$ cat src/hw/rtl/tgc_pkg.sv
// Shared types and constants for the touch gesture classifier.
// Holds the transfer payload structs, event codes and register map.
// No dependencies.
`default_nettype none

package tgc_pkg;

	localparam int unsigned COORD_W = 12;
	localparam int unsigned DELTA_W = 12;
	localparam int unsigned APB_DATA_W = 32;
	localparam int unsigned APB_ADDR_W = 3;

	// Register indexes on the configuration port.
	localparam logic REG_SWIPE_MIN = 1'b0;
	localparam logic REG_TAP_MAX = 1'b1;

	// Reset values of the thresholds.
	localparam logic [DELTA_W-1:0] SWIPE_MIN_RST = 12'd40;
	localparam logic [DELTA_W-1:0] TAP_MAX_RST = 12'd20;

	typedef enum logic [2:0] {
		EV_NONE = 3'd0,
		EV_BACK = 3'd1,
		EV_CLICK = 3'd2,
		EV_UP = 3'd3,
		EV_DOWN = 3'd4,
		EV_LEFT = 3'd5,
		EV_RIGHT = 3'd6,
		EV_TAP = 3'd7
	} event_code_t;

	typedef struct packed {
		logic long_press;
		logic short_press;
		logic touch_down;
		logic [COORD_W-1:0] touch_x;
		logic [COORD_W-1:0] touch_y;
	} in_item_t;

	typedef struct packed {
		event_code_t event_code;
		logic [COORD_W-1:0] tap_x;
		logic [COORD_W-1:0] tap_y;
	} out_item_t;

	typedef struct packed {
		logic [DELTA_W-1:0] swipe_thresh;
		logic [DELTA_W-1:0] tap_thresh;
	} cfg_t;

	typedef struct packed {
		logic finger_down;
		logic [COORD_W-1:0] start_x;
		logic [COORD_W-1:0] start_y;
		logic [COORD_W-1:0] latest_x;
		logic [COORD_W-1:0] latest_y;
	} track_t;

endpackage

`default_nettype wire

$ cat src/hw/rtl/tgc_cfg_regs.sv
// Threshold registers of the touch gesture classifier behind an APB-style port.
// Depends on tgc_pkg.
`default_nettype none

module tgc_cfg_regs import tgc_pkg::*; (
	input  wire logic clk,
	input  wire logic arst_n,
	input  wire logic psel,
	input  wire logic penable,
	input  wire logic pwrite,
	input  wire logic [APB_ADDR_W-1:0] paddr,
	input  wire logic [APB_DATA_W-1:0] pwdata,
	output logic [APB_DATA_W-1:0] prdata,
	output logic pready,
	output cfg_t cfg
);

	logic wr_en;
	logic reg_idx;
	logic [DELTA_W-1:0] swipe_min_q;
	logic [DELTA_W-1:0] tap_max_q;

	// The port never inserts wait states.
	assign pready = 1'b1;
	assign wr_en = psel & penable & pwrite & pready;
	assign reg_idx = paddr[2];

	// Register writes; the upper data bits are dropped.
	always_ff @(posedge clk or negedge arst_n) begin
		if (!arst_n) begin
			swipe_min_q <= SWIPE_MIN_RST;
			tap_max_q <= TAP_MAX_RST;
		end else if (wr_en) begin
			case (reg_idx)
				REG_SWIPE_MIN: swipe_min_q <= pwdata[DELTA_W-1:0];
				REG_TAP_MAX: tap_max_q <= pwdata[DELTA_W-1:0];
				default: ;
			endcase
		end
	end

	// Read-back of the selected register.
	always_comb begin
		case (reg_idx)
			REG_SWIPE_MIN: prdata = {{(APB_DATA_W-DELTA_W){1'b0}}, swipe_min_q};
			REG_TAP_MAX: prdata = {{(APB_DATA_W-DELTA_W){1'b0}}, tap_max_q};
			default: prdata = '0;
		endcase
	end

	assign cfg.swipe_thresh = swipe_min_q;
	assign cfg.tap_thresh = tap_max_q;

endmodule

`default_nettype wire

$ cat src/hw/rtl/tgc_track.sv
// Finger tracking state: contact flag, start point and latest point.
// Updated when a poll leaves the input stage. Depends on tgc_pkg.
`default_nettype none

module tgc_track import tgc_pkg::*; (
	input  wire logic clk,
	input  wire logic arst_n,
	input  wire logic adv,
	input  wire in_item_t item,
	output track_t track
);

	logic finger_down_q;
	logic [COORD_W-1:0] start_x_q;
	logic [COORD_W-1:0] start_y_q;
	logic [COORD_W-1:0] latest_x_q;
	logic [COORD_W-1:0] latest_y_q;
	logic press;

	// A button press leaves the touch state alone.
	assign press = item.long_press | item.short_press;

	// The first contact sets the start point; every contact sets the latest point.
	always_ff @(posedge clk or negedge arst_n) begin
		if (!arst_n) begin
			finger_down_q <= 1'b0;
			start_x_q <= '0;
			start_y_q <= '0;
			latest_x_q <= '0;
			latest_y_q <= '0;
		end else if (adv && !press) begin
			if (item.touch_down) begin
				if (!finger_down_q) begin
					finger_down_q <= 1'b1;
					start_x_q <= item.touch_x;
					start_y_q <= item.touch_y;
				end
				latest_x_q <= item.touch_x;
				latest_y_q <= item.touch_y;
			end else begin
				finger_down_q <= 1'b0;
			end
		end
	end

	assign track.finger_down = finger_down_q;
	assign track.start_x = start_x_q;
	assign track.start_y = start_y_q;
	assign track.latest_x = latest_x_q;
	assign track.latest_y = latest_y_q;

	// A press must not disturb a gesture in progress.
	a_press_holds: assert property (@(posedge clk) disable iff (!arst_n)
		adv && press |=> $stable(finger_down_q) && $stable(latest_x_q) && $stable(latest_y_q))
		else $error("touch state changed on a button press");

	// A release poll always ends the contact.
	a_release_clears: assert property (@(posedge clk) disable iff (!arst_n)
		adv && !press && !item.touch_down |=> !finger_down_q)
		else $error("finger still down after a release poll");

endmodule

`default_nettype wire

$ cat src/hw/rtl/tgc_classify.sv
// Combinational event decision for one poll: buttons first, then the swipe,
// tap or no-event choice on release. Depends on tgc_pkg.
`default_nettype none

module tgc_classify import tgc_pkg::*; (
	input  wire in_item_t item,
	input  wire track_t track,
	input  wire cfg_t cfg,
	output out_item_t result
);

	logic neg_x;
	logic neg_y;
	logic [COORD_W-1:0] ax;
	logic [COORD_W-1:0] ay;
	logic release_ev;
	logic swipe_v;
	logic swipe_h;
	logic tap_ok;

	// Magnitudes of the travel along each axis.
	assign neg_x = track.latest_x < track.start_x;
	assign neg_y = track.latest_y < track.start_y;
	assign ax = neg_x ? track.start_x - track.latest_x : track.latest_x - track.start_x;
	assign ay = neg_y ? track.start_y - track.latest_y : track.latest_y - track.start_y;

	assign release_ev = !item.long_press && !item.short_press && !item.touch_down
		&& track.finger_down;
	assign swipe_v = (ay >= cfg.swipe_thresh) && (ay > ax);
	assign swipe_h = (ax >= cfg.swipe_thresh) && (ax > ay);
	assign tap_ok = (ax < cfg.tap_thresh) && (ay < cfg.tap_thresh);

	// Priority decision; tap coordinates are zero for every other event.
	always_comb begin
		result.event_code = EV_NONE;
		result.tap_x = '0;
		result.tap_y = '0;
		if (item.long_press) begin
			result.event_code = EV_BACK;
		end else if (item.short_press) begin
			result.event_code = EV_CLICK;
		end else if (release_ev) begin
			if (swipe_v) begin
				result.event_code = neg_y ? EV_UP : EV_DOWN;
			end else if (swipe_h) begin
				result.event_code = neg_x ? EV_LEFT : EV_RIGHT;
			end else if (tap_ok) begin
				result.event_code = EV_TAP;
				result.tap_x = track.start_x;
				result.tap_y = track.start_y;
			end
		end
	end

endmodule

`default_nettype wire

$ cat src/hw/rtl/touch_gesture_classifier_core.sv
// Touch gesture classifier: one poll in, one event out.
// The path from input transfer to result valid runs through one input stage and one
// result register, with the decision logic between them.
// Throughput is one poll per cycle unless the output stalls; the tracking state is
// updated as a poll leaves the input stage, so the next poll already sees it.
// Reset clears both stages, the tracking state, and loads the thresholds 40 and 20.
`default_nettype none

module touch_gesture_classifier_core import tgc_pkg::*; (
	input  wire logic clk,
	input  wire logic arst_n,
	input  wire logic in_valid,
	output logic in_stall,
	input  wire in_item_t in_item,
	output logic out_valid,
	input  wire logic out_stall,
	output out_item_t out_item,
	input  wire logic psel,
	input  wire logic penable,
	input  wire logic pwrite,
	input  wire logic [APB_ADDR_W-1:0] paddr,
	input  wire logic [APB_DATA_W-1:0] pwdata,
	output logic [APB_DATA_W-1:0] prdata,
	output logic pready
);

	logic valid_s1;
	in_item_t item_s1;
	logic out_valid_q;
	out_item_t out_item_q;
	logic adv;
	logic in_take;
	cfg_t cfg;
	track_t track;
	out_item_t result;

	tgc_cfg_regs u_cfg (
		.clk(clk),
		.arst_n(arst_n),
		.psel(psel),
		.penable(penable),
		.pwrite(pwrite),
		.paddr(paddr),
		.pwdata(pwdata),
		.prdata(prdata),
		.pready(pready),
		.cfg(cfg)
	);

	tgc_track u_track (
		.clk(clk),
		.arst_n(arst_n),
		.adv(adv),
		.item(item_s1),
		.track(track)
	);

	tgc_classify u_classify (
		.item(item_s1),
		.track(track),
		.cfg(cfg),
		.result(result)
	);

	// The input stage moves on whenever the result register is free or being emptied.
	assign adv = valid_s1 && (!out_valid_q || !out_stall);
	assign in_stall = valid_s1 && !adv;
	assign in_take = in_valid && !in_stall;

	// Input stage.
	always_ff @(posedge clk or negedge arst_n) begin
		if (!arst_n) begin
			valid_s1 <= 1'b0;
		end else if (in_take) begin
			valid_s1 <= 1'b1;
		end else if (adv) begin
			valid_s1 <= 1'b0;
		end
	end

	always_ff @(posedge clk) begin
		if (in_take) begin
			item_s1 <= in_item;
		end
	end

	// Result register.
	always_ff @(posedge clk or negedge arst_n) begin
		if (!arst_n) begin
			out_valid_q <= 1'b0;
		end else if (adv) begin
			out_valid_q <= 1'b1;
		end else if (!out_stall) begin
			out_valid_q <= 1'b0;
		end
	end

	always_ff @(posedge clk) begin
		if (adv) begin
			out_item_q <= result;
		end
	end

	assign out_valid = out_valid_q;
	assign out_item = out_item_q;

	// Tap coordinates only accompany a tap.
	a_tap_coords: assert property (@(posedge clk) disable iff (!arst_n)
		out_valid_q && out_item_q.event_code != EV_TAP
		|-> out_item_q.tap_x == '0 && out_item_q.tap_y == '0)
		else $error("tap coordinates set without a tap event");

	// No transfer is taken while both stages are full and the output is stalled.
	a_no_overrun: assert property (@(posedge clk) disable iff (!arst_n)
		valid_s1 && out_valid_q && out_stall |-> in_stall)
		else $error("input taken while the pipeline is full");

endmodule

`default_nettype wire

$ cat config.mk
export PLATFORM = sky130hd
export DESIGN_NAME = touch_gesture_classifier_core
export DESIGN_NICKNAME = d
export VERILOG_FILES = /design/src/hw/rtl/tgc_pkg.sv /design/src/hw/rtl/tgc_cfg_regs.sv /design/src/hw/rtl/tgc_track.sv /design/src/hw/rtl/tgc_classify.sv /design/src/hw/rtl/touch_gesture_classifier_core.sv
export SDC_FILE = /design/constraint.sdc
export NUM_CORES = 1
export LEC_CHECK = 0
export BUFFER_PORTS_ARGS = -buffer_cell sky130_fd_sc_hd__buf_2
export CORE_MARGIN = 5
export CORE_UTILIZATION = 53
export CTS_CLUSTER_SIZE = 20
export DETAILED_ROUTE_END_ITERATION = 8
export PLACE_DENSITY = 0.78
export SLEW_MARGIN = 20
export SYNTH_ARGS = -nofsm -noshare
export SYNTH_HDL_FRONTEND = slang
export SYNTH_SLANG_ARGS = --single-unit
$ cat constraint.sdc
create_clock -name clk -period 4.25 [get_ports clk]
set_input_delay 0.425 -clock clk [delete_from_list [all_inputs] [get_ports clk]]
set_output_delay 0.425 -clock clk [all_outputs]
set_load 0.05 [all_outputs]
# [After elaboration in Yosys (flattened, before gate mapping)]
# Cells that the tools add are included.
[totals] ff_bits=129 elab_cells=81
[op_classes] order_cmp=8 mux=17 n_eq_ne=1 n_reduce_logical=26 bitwise_logic=7 addsub=4
[op_table] operator="32-bit one-hot mux with 2 select lines" count=1
[op_table] operator="12-bit < comparator" count=4
[op_table] operator="24-bit two-way mux" count=2
[op_table] operator="12-bit subtractor" count=4
[op_table] operator="27-bit two-way mux" count=1
[op_table] operator="26-bit two-way mux" count=1
[op_table] operator="12-bit >= comparator" count=2
[op_table] operator="12-bit > comparator" count=2
[op_table] operator="12-bit two-way mux" count=2
[op_table] operator="1-bit logical AND" count=10
[op_table] operator="3-bit two-way mux" count=3
[op_table] operator="1-bit logical NOT" count=8
[op_table] operator="2-bit AND reduction" count=3
[op_table] operator="6-bit OR reduction" count=1
[op_table] operator="1-bit two-way mux" count=5
[op_table] operator="2-bit two-way mux" count=2
[op_table] operator="1-bit inverter" count=4
[op_table] operator="3-bit AND reduction" count=1
[op_table] operator="3-bit OR reduction" count=1
[op_table] operator="1-bit AND" count=2
[op_table] operator="2-bit by 1-bit inequality test with 1-bit output, second input constant" count=1
[op_table] operator="2-bit nonzero test" count=1
[op_table] operator="1-bit logical OR" count=1
[op_table] operator="1-bit bitwise OR" count=1

# [Depth between registers and ports, before layout]
# Gate-level depths: netlist of the first run.
[depth] word_depth=9 ltp_mapped=21

# [Hierarchy]
# Synthesis of the first run repeated with hierarchy kept, for this count alone.
[hier_totals] hier_cells=769 hier_area_um2=8913.5
[modules_own_cells] mod="tgc_classify" area_each_um2=3958.8 seq_area_each_um2=0.0 instances=1 cells_each=510
[modules_own_cells] mod="tgc_track" area_each_um2=1963.1 seq_area_each_um2=1226.2 instances=1 cells_each=109
[modules_own_cells] mod="touch_gesture_classifier_core" area_each_um2=1714.1 seq_area_each_um2=1671.6 instances=1 cells_each=62
[modules_own_cells] mod="tgc_cfg_regs" area_each_um2=1277.5 seq_area_each_um2=605.6 instances=1 cells_each=88

# [Worst setup path after synthesis of the first run]
# Ideal clock, no wire load.
[synth_path] path_kind="flip-flop to flip-flop" from="reg u_track.latest_x_q[0]" to="reg out_item_q, in the netlist out_item[10], data pin" path_stages_with_launch=20 period_less_slack_ps=4367 arrival_time_ps=4112 path_slack_ps=-117 n_path_buf=1 required_ps=3995 cell_sequence="dfrtp_1 inv_1 ha_1 inv_1 fa_1 a211oi_1 o21ai_1 and3_4 nor2_4 a21oi_2 a2111oi_1 nor3_1 ha_1 nand4_1 or2_1 o221a_2 a211oi_2 and4bb_2 buf_2 and2_1"
[synth_via] elab_chain_cells=6 word_cells_on_any_way=13 classes_between="2 x add/sub; 5 x order compare; 1 x mux; 1 x bitwise; 4 x reduce/logical"
[synth_lines] item="start, declared" line="tgc_track.sv:16" rtl="logic [COORD_W-1:0] latest_x_q;"
[synth_lines] item="start signal, assigned" line="tgc_track.sv:38" rtl="latest_x_q <= item.touch_x;"
[synth_lines] item="12-bit subtractor or 12-bit < comparator (tied branches)" line="tgc_classify.sv:24, tgc_classify.sv:22"
[synth_lines] item="12-bit two-way mux *" line="tgc_classify.sv:24" rtl="assign ax = neg_x ? track.start_x - track.latest_x : track.latest_x - track.start_x;"
[synth_lines] item="12-bit < comparator" line="tgc_classify.sv:31" rtl="assign tap_ok = (ax < cfg.tap_thresh) && (ay < cfg.tap_thresh);"
[synth_lines] item="1-bit logical AND" line="tgc_classify.sv:31"
[synth_lines] item="1-bit inverter (no line)"
[synth_lines] item="6-bit OR reduction (no line) *"
[synth_lines] item="end signal, assigned" line="touch_gesture_classifier_core.sv:100" rtl="out_item_q <= result;"
[synth_lines] item="end, declared" line="touch_gesture_classifier_core.sv:30" rtl="out_item_t out_item_q;"
# Every way passes the cells marked *; elsewhere a longest branch is shown, timed or not.
# A chain may end at the register's enable or synchronous reset.

# [Final worst setup path of the first run]
[layout_path] from="reg u_track.latest_y_q[0]" to="reg out_item_q, in the netlist out_item[25], data pin"
[layout_via] elab_chain_cells=9 word_cells_on_any_way=17 classes_between="2 x add/sub; 5 x order compare; 7 x mux; 3 x reduce/logical"
[layout_lines] item="start, declared" line="tgc_track.sv:17" rtl="logic [COORD_W-1:0] latest_y_q;"
[layout_lines] item="start signal, assigned" line="tgc_track.sv:39" rtl="latest_y_q <= item.touch_y;"
[layout_lines] item="12-bit subtractor or 12-bit < comparator (tied branches)" line="tgc_classify.sv:25, tgc_classify.sv:23"
[layout_lines] item="12-bit two-way mux" line="tgc_classify.sv:25" rtl="assign ay = neg_y ? track.start_y - track.latest_y : track.latest_y - track.start_y;"
[layout_lines] item="12-bit < comparator" line="tgc_classify.sv:31"
[layout_lines] item="1-bit logical AND" line="tgc_classify.sv:31"
[layout_lines] item="27-bit two-way mux" line="tgc_classify.sv:47" rtl="end else if (tap_ok) begin"
[layout_lines] item="3-bit two-way mux" line="tgc_classify.sv:45" rtl="end else if (swipe_h) begin"
[layout_lines] item="3-bit two-way mux *" line="tgc_classify.sv:43" rtl="if (swipe_v) begin"
[layout_lines] item="26-bit two-way mux *" line="tgc_classify.sv:42" rtl="end else if (release_ev) begin"
[layout_lines] item="2-bit two-way mux *" line="tgc_classify.sv:40" rtl="end else if (item.short_press) begin"
# Marked as above.

==> impl_metrics.ini, run 1 <==
[status]
outcome = finished, violations left
violations = negative setup slack

[drt]
wl_per_cell_um = 16.7
vias = 6591
detailedRoute.firstPassIterationCount = 5
wl_um = 20700
wl_met3_um = 893
top_layer = met4
route.detailed.drc = 0
final_antenna_net_count = 0
drt_iter0_markers = 377
m1WireLength_um = 8510
wl_met2_um = 10800
routed_via_density = 5.30

[cts]
h-tree-depth = 4
clk_latency_ps = 430
clock-sinks = 129
clk_path_buf_depth = 2
cts_buffers = 17
path_clk_slew_ps = 70
ctsRootBufferMaster = clkbuf_16
cts_tree = yes

[timing]
finalSetupViolCount = 27
fmax_mhz = 215
period_share_pct = 109
layout_setup_ws_ps = -392
slew_headroom_pct = 52.3
finalHoldViolCount = 0
min_period_ps = 4640
grt_setup_unrepaired = yes
slew_violations = 0
skew_ps = 11.9
worst_pin_slew_ps = 711
fin_setup_tns_ps = -9160

[floorplanning]
coreArea_um2 = 15900
die_area_um2 = 18800
die_width_um = 137
dieHeight_um = 137
ios = 131
initial_core_util_pct = 53.9
row_count = 46

[synth]
ys_types = 74
netlist_instances = 791
yosysWarnings = 0
synth-seq-cells = 129
async_flop_share_pct = 58.1
seq_area_frac_synth_pct = 40.9
synth-main-ff-cell = dfrtp_1
synth_edf_count = 54
avgSynthCellArea_um2 = 10.8
syn-cell-area_um2 = 8570

[worst_setup_path]
r2r_slack_ps = -390
cp-start-kind = register
cp_max_fo = 8
required_ps = 4430
worstSetupEndpointType = register
worstSetupPathType = reg -> reg
regToRegEndpoint = out_item[25]
r2r_cells = 20
arrival_ps = 4820
reg2reg_from = u_track.latest_y_q[0]

[grt]
grt_overflow = 0
grt_pass1_vias = 6975
grt_pass1_wl_um = 33300
grt_max_degree = 76
antenna_found_initial = 0
grt_usage_pct = 22.8

[min_path]
holdPathEnd = item_s1[0]
holdCritStartpoint = in_item[0]
min_path_type = in -> reg
hold_depth = 1

[placement]
io_buffers = 87
dp_hpwl_um = 14800
place_congestion = 0.920

[run]
max-cap-violations = 0

[layout]
num-nets-final = 1191
drive_above_1_share_pct = 38.7
syn2layout_area_growth_pct = 29.8
fill_cells = 1153
n_antenna_cell = 0
[how the worst max path moves through the flow]
| stage | from | end | cells past startpoint |
|---|---|---|---|
| 2_1_floorplan | u_track.latest_y_q[0] | out_item[10] | 20 |
| 3_3_place_gp | u_track.latest_y_q[0] | out_item[10] | 21 |
| 3_5_place_dp | u_track.latest_y_q[0] | out_item[19] | 21 |
| 4_1_cts | u_track.latest_y_q[0] | out_item[18] | 21 |
| 5_1_grt | u_track.latest_y_q[0] | out_item[25] | 20 |
| 6_report | u_track.latest_y_q[0] | out_item[25] | 20 |
[layer usage]
| layer | up-vias | track usage, % |
|---|---|---|
| met5 | - | 0 |
| met4 | 0 | 9.15 |
| met3 | 47 | 5.40 |
| met2 | 177 | 39.8 |
| met1 | 3156 | 27.0 |
| li1 | 3211 | - |
[repair_timing]
action	in CTS	in global routing
buffers inserted	11	7
hold endpoints to repair	0	11
hold buffers	0	1
endpoints found under the setup margin	27	27
cloned	0	1
pin swaps	27	10
resized for setup	29	21
[placed cells by master, fill, tap and decap left out, drive strengths merged, types with 18 or more instances in the layout]
| cell type | n |
|---|---|
| inv | 94 |
| dfrtp | 71 |
| nor2 | 29 |
| a21oi | 37 |
| nand2 | 39 |
| and2 | 32 |
| a21o | 25 |
| ha | 104 |
| mux2 | 76 |
| o21ai | 32 |
| conb | 21 |
| edfxtp | 54 |
| buf | 226 |
| clkbuf | 18 |
[sequential cells by signal, summed over array words and instances, names as in the netlist]
| signal | count |
|---|---|
| item_s1 | 27 |
| out_item | 27 |
| out_valid | 1 |
| u_cfg.swipe_min_q | 12 |
| u_cfg.tap_max_q | 12 |
| u_track.finger_down_q | 1 |
| u_track.latest_x_q | 12 |
| u_track.latest_y_q | 12 |
| u_track.start_x_q | 12 |
| u_track.start_y_q | 12 |
| valid_s1 | 1 |
[worst max-delay path, cell delays in order, from the launching register on]
cell,delay [ps]
dfrtp_1,380
inv_1,60
ha_2,170
inv_2,50
fa_2,370
a211oi_4,270
o211ai_2,130
a41oi_2,230
o21ai_4,140
mux2i_2,190
a221oi_2,280
buf_4,190
xnor2_4,140
ha_4,230
a21o_1,170
a21o_1,160
a221o_1,340
o21a_1,220
o31a_1,320
buf_4,140
a32o_1,210
[Yosys cell counts (5+ instances only)]
cell | count | area share (%)
nor3_1 | 13 | 0.76
ha_1 | 104 | 15
inv_1 | 86 | 3.8
a21o_1 | 25 | 2.2
nand3_1 | 9 | 0.53
nand2_1 | 38 | 1.7
and2_1 | 31 | 2.3
xor2_1 | 10 | 1.0
mux2i_1 | 8 | 0.93
a21oi_1 | 36 | 2.1
mux2_2 | 75 | 9.9
o21a_1 | 6 | 0.53
clkbuf_1 | 7 | 0.31
buf_4 | 21 | 1.8
o21ai_0 | 27 | 1.6
o211ai_1 | 5 | 0.44
nand4_1 | 12 | 0.88
nand2b_1 | 5 | 0.37
edfxtp_1 | 54 | 19
buf_2 | 11 | 0.64
nor2_1 | 28 | 1.2
dfrtp_1 | 71 | 21
a31oi_1 | 6 | 0.44
xnor2_1 | 16 | 1.6
[cell families after synthesis]
kind of cell	synth area share, %
other	0.0877
buffers and inverters	6.91
muxes	10.9
adders and majority gates	16.1
and+or+nand+nor	9.80
DFF	40.9
AOI/OAI and AO/OA	12.6
xor gates and xnor gates	2.66
[cell type report]
cell class / instances / area, um2 / area share (%)
clock buffers: 17 / 425 / 3.83
clock inverters: 15 / 219 / 1.97
inverters: 86 / 323 / 2.90
multi-input cells: 552 / 4830 / 43.4
flip-flops and latches: 129 / 3500 / 31.5
well taps: 216 / 270 / 2.43
repair buffers: 228 / 1550 / 13.9
[stage by stage]
step	hold slack (ps)	std cells	setup slack, ps	instance area, um2	utilization (%)
6_report	162	1243	-392	11100	70.0
5_1_grt	144	1243	-556	11100	70.0
4_1_cts	145	1233	-255	10900	68.7
3_5_place_dp	472	1190	-438	10000	63.1
3_3_place_gp	457	1190	-395	10000	63.1
2_1_floorplan	129	810	-15.2	8680	-
Power of run 1 is left out: the tool's default activity adds up to more than one toggle a clock period on the data nets, which glitch-free logic cannot reach.
==> run 2, diff against run 1 <==
==> constraint.sdc (replaced) <==
create_clock -name clk -period 3.9 [get_ports clk]
set_input_delay 0.39 -clock clk [delete_from_list [all_inputs] [get_ports clk]]
set_output_delay 0.39 -clock clk [all_outputs]
set_load 0.05 [all_outputs]
==> run 2 against run 1 <==
Register-to-register slack got worse by 360 ps. The run ends with negative hold slack, negative setup slack left. Global-route usage rose by 0.38 points. Utilization rose by 0.22 points. Final area rose by 0.31%.
==> impl_metrics.ini, run 2 (synthesis gave the netlist of run 1 again) <==
[drt]
route.detailed.drc = 0
drt_iter0_markers = 405
wl_per_cell_um = 16.9
vias = 6749
wl_um = 21200
detailedRoute.firstPassIterationCount = 5
routed_via_density = 5.36
final_antenna_net_count = 0

[worst_setup_path]
required_ps = 4190
slowest_delay_ps = 420
arrival_ps = 4940
worstSetupPathType = reg -> reg
crit_path_frequent_cell = buf_4
cp_max_fo = 7
crit_chain = inv_1 -> ha_2 -> inv_2 -> fa_2 -> a211oi_4 -> o211ai_2 -> a41oi_2 -> o21ai_2 -> buf_4 -> mux2i_1 -> o211a_1 -> buf_4 -> xnor2_1 -> ha_1 -> nand4_1 -> nor2_1 -> a221o_1 -> o21a_1 -> and4bb_4 -> clkbuf_16 -> and2_1
worst_path_max_delay_cell = and4bb_4
cp-start-kind = register
worstSetupEndpointType = register

[timing]
worst_pin_slew_ps = 735
period_share_pct = 119
finalHoldViolCount = 5
skew_ps = 12.7
finalSetupViolCount = 27
min_period_ps = 4650
hold_ws_ps = -13.1
grt_setup_unrepaired = yes
slew_headroom_pct = 50.8
layout_setup_ws_ps = -749
fmax_mhz = 215
slew_violations = 0

[status]
outcome = finished, violations left
violations = negative hold slack, negative setup slack

[layout]
n_antenna_cell = 0
syn2layout_area_growth_pct = 30.2
fill_cells = 1175
final_cell_mix = buf_4, ha_1, buf_2, inv_1, mux2_2
mostFrequentLayoutCell = buf_4
drive_above_1_share_pct = 39.1
num-nets-final = 1207
layout.cells.non_filler = 1259

[floorplanning]
die_area_um2 = 18800
row_count = 46
ios = 131
initial_core_util_pct = 53.9
dieHeight_um = 137
die_width_um = 137
coreArea_um2 = 15900

[min_path]
min_path_type = in -> async

[placement]
place_congestion = 0.926
dp_hpwl_um = 15900
placed_cells = 1215
io_buffers = 87

[grt]
met2_usage_pct = 41.1
grt_pass1_wl_um = 33800
grt_overflow = 0
grt_most_used_layer = met2
grt_use_met1_pct = 28.7
antenna_found_initial = 0
grt_pass1_vias = 6883
grt_max_degree = 76
met3_usage_pct = 4.08
grt_usage_pct = 23.2

[cts]
clk_path_buf_depth = 2
cts_hold_buf = 0
cts_buffers = 17
cts_tree = yes
h-tree-depth = 4
clk_latency_ps = 430
clock-sinks = 129
path_clk_slew_ps = 60
ctsRootBufferMaster = clkbuf_16

[run]
max-cap-violations = 0
[run 2: stage by stage]
stage | instance area, um2 | setup WS, ps | utilization, % | setup TNS (ps) | hold slack [ps]
2_1_floorplan | 8690 | -348 | - | -8830 | 94.4
3_3_place_gp | 10200 | -702 | 64.4 | -18210 | 459
3_5_place_dp | 10200 | -800 | 64.4 | -20680 | 472
4_1_cts | 11000 | -637 | 68.9 | -16610 | 120
5_1_grt | 11200 | -908 | 70.2 | -23880 | 43.6
6_report | 11200 | -749 | 70.2 | -19400 | -13.1
[run 2: repair_timing]
item,in CTS,in global routing
resized for setup,17,22
gates cloned,0,2
pin swaps,16,12
setup endpoints to repair,27,27
setup buffers,7,3
[run 2: final cells by class]
| cell class | instances | area (um2) | area share (%) |
|---|---|---|---|
| clock buffers | 19 | 433 | 3.88 |
| repair buffers | 243 | 1660 | 14.9 |
| clock inverters | 13 | 163 | 1.46 |
| inverters | 86 | 323 | 2.89 |
| multi-input cells | 553 | 4800 | 43.1 |
| well taps | 216 | 270 | 2.42 |
| flip-flops and latches | 129 | 3500 | 31.4 |
[run 2: final timing paths]
| path | from | to | slack [ps] | depth (start not counted) |
|---|---|---|---|---|
| worst max-delay path | u_track.latest_y_q[0] | out_item[7] | -750 | 21 |
| worst min-delay path | arst_n | valid_s1 | -10 | 1 |
| worst max register to register | u_track.latest_y_q[0] | out_item[7] | -750 | 21 |
| worst min register to register | valid_s1 | out_valid | 480 | 1 |
| max in group asynchronous | arst_n | u_track.start_y_q[6] | 3390 | 1 |
| min in group clk | in_item[15] | item_s1[15] | 130 | 1 |
[run 2: routing by layer]
metal	share of wire (%)	wire length, um	vias up
met5	0	0	-
met4	2.3	485	0
met3	3.2	675	38
met2	52	11000	160
met1	42	9010	3297
li1	-	-	3254
[run 2: critical path: cells and delay by family, from the launching register on]
kind,cells,cell delay [ps]
simple gates,4,740
flops,1,370
fa+ha+maj,3,870
xor+xnor,1,160
mux,1,170
buf+inv,5,600
compound gates,7,1600
Power of run 2 is left out for the same reason.
==> run 3, diff against run 2 <==
--- a/config.mk
+++ b/config.mk
@@ -10,6 +10,7 @@
 export CORE_UTILIZATION = 53
 export CTS_CLUSTER_SIZE = 20
 export DETAILED_ROUTE_END_ITERATION = 8
+export HOLD_SLACK_MARGIN = 0.15
 export PLACE_DENSITY = 0.78
 export SLEW_MARGIN = 20
 export SYNTH_ARGS = -nofsm -noshare
==> run 3 against run 2 <==
Die area stayed put. Register-to-register slack better by 20 ps. First-iteration DRC count fell by 9.1%. Worst hold slack gained 210 ps. The run ends with negative setup slack left. Utilization increased by 1.8 points. Global-route usage is 0.79 points higher. Final cell count grew 2.2%. Clock-buffer cell count unchanged. Final area up 2.5%. Highest routed layer unchanged. Critical endpoint unchanged. Routed wire length increased by 2.8%.
==> impl_metrics.ini, run 3 (synthesis gave the netlist of run 1 again) <==
[timing]
fmax_mhz = 216
finalSetupViolCount = 27
skew_ps = 10.7
grt_setup_unrepaired = yes
min_period_ps = 4630
slew_headroom_pct = 50.8
layout_setup_ws_ps = -726
slew_violations = 0
worst_pin_slew_ps = 736
finalHoldViolCount = 0
period_share_pct = 119

[layout]
drive_above_1_share_pct = 38.0
syn2layout_area_growth_pct = 33.5
n_antenna_cell = 0
num-nets-final = 1235
mostFrequentLayoutCell = buf_4
fin_area_um2 = 11400
final_cell_mix = buf_4, ha_1, buf_2, inv_1, mux2_2

[grt]
grt_usage_pct = 24.0
grt_pass1_wl_um = 35000
grt_max_degree = 76
antenna_found_initial = 0
grt_overflow = 0
grt_pass1_vias = 7128

[cts]
h-tree-depth = 4
clk_path_buf_depth = 2
cts_buffers = 17
ctsRootBufferMaster = clkbuf_16
path_clk_slew_ps = 60
cts_tree = yes
clock-sinks = 129
clk_latency_ps = 430

[status]
outcome = finished, violations left
violations = negative setup slack

[placement]
postPlaceCellArea_um2 = 10200
dp_hpwl_um = 15900
place_congestion = 0.926
io_buffers = 87
dp_worst_setup_slack_ps = -800

[run]
max-cap-violations = 0

[pwr]
p_per_area_nw_per_um2 = 1060
vdd_drop_max_mv = 0.638
total_power_w = 0.0121
leakagePower_nw = 5.51

[worst_setup_path]
reg2reg_from = u_track.latest_y_q[0]
worstSetupEndpointType = register
arrival_ps = 4800
crit_buf_inv = 4
cp_max_fo = 7
slowest_delay_ps = 390
worstSetupPathType = reg -> reg
cp-start-kind = register
r2r_slack_ps = -730
crit_path_start = u_track.latest_y_q[0]
crit_cells = 21
cp_top_family = compound AO/OA/AOI/OAI gates
crit_chain = inv_1 -> ha_2 -> inv_2 -> fa_2 -> a211oi_4 -> o211ai_2 -> a41oi_2 -> o21ai_4 -> mux2i_1 -> a221oi_2 -> buf_4 -> xor2_1 -> ha_1 -> a21o_1 -> a21o_1 -> a21oi_2 -> o221a_2 -> o21a_1 -> and4bb_4 -> clkbuf_16 -> and2_1
r2r_cells = 21
required_ps = 4080
worst_path_max_delay_cell = dfrtp_1
crit_path_frequent_cell = a21o_1

[drt]
drt_iter0_markers = 368
vias = 6772
detailedRoute.firstPassIterationCount = 4
route.detailed.drc = 0
final_antenna_net_count = 0
wl_per_cell_um = 16.9
wl_um = 21800
routed_via_density = 5.26

[floorplanning]
initial_core_util_pct = 53.9
dieHeight_um = 137
die_area_um2 = 18800
coreArea_um2 = 15900
ios = 131
die_width_um = 137
row_count = 46

[min_path]
hold_depth = 3
holdCritStartpoint = out_stall
min_path_type = in -> reg
-- run 3: cell types whose count changed in the layout (fill, tap and decap cells not counted), sizes merged --
cell / before / now
dlygate4sd3: 0 / 29
buf: 242 / 241
-- run 3: timing repair --
item | in CTS | in global routing
cloned | 0 | 2
setup endpoints to repair | 27 | 27
hold buffers | 28 | 1
gates resized for setup | 17 | 21
setup buffers | 7 | 1
endpoints found under the hold margin | 28 | 26
pin swaps | 16 | 14
-- run 3: worst min-delay path, stage by stage --
cell      delay (ps)
buf_2             90
nand2_1           60
nand2b_1          60
-- run 3: through the flow --
step | utilization, % | cells | setup TNS, ps | hold slack, ps
after floorplan | - | 810 | -8830 | 94.4
after global placement | 64.4 | 1215 | -18210 | 459
after detailed placement | 64.4 | 1215 | -20680 | 472
after CTS | 70.7 | 1282 | -16610 | 169
after global routing | 72.0 | 1287 | -24120 | 194
final | 72.0 | 1287 | -18880 | 199
-- run 3: worst paths after layout --
kind	endpoint
hold reg to reg	out_valid
min in group asynchronous	u_track.start_x_q[1]
setup / recovery	out_item[7]
hold / removal	out_valid
max in group asynchronous	u_cfg.swipe_min_q[5]
setup reg to reg	out_item[7]
-- run 3: report_power, final --
part | internal, W | switching (W) | leakage (nW)
combinational | 0.00423 | 0.00435 | 3.79
clock | 0.00101 | 0.000618 | 0.284
sequential | 0.00170 | 0.000180 | 1.43
-- run 3: cell type report --
class                      instances  area (um2)
tap                              216         270
timing repair buffer             271        1950
sequential                       129        3500
clock inverter                    13         163
inverter                          86         323
fill                            1145        4450
multi-input combinational        553        4790
clock buffer                      19         433
-- run 3: per-layer routing --
metal,up-vias,share of wire [%],track usage (%)
li1,3302,-,-
met1,3295,41,29.0
met2,138,53,43.4
met3,37,3.7,4.15
met4,0,2.0,7.43
met5,-,0,0
Power figures use the tool's default switching activity.
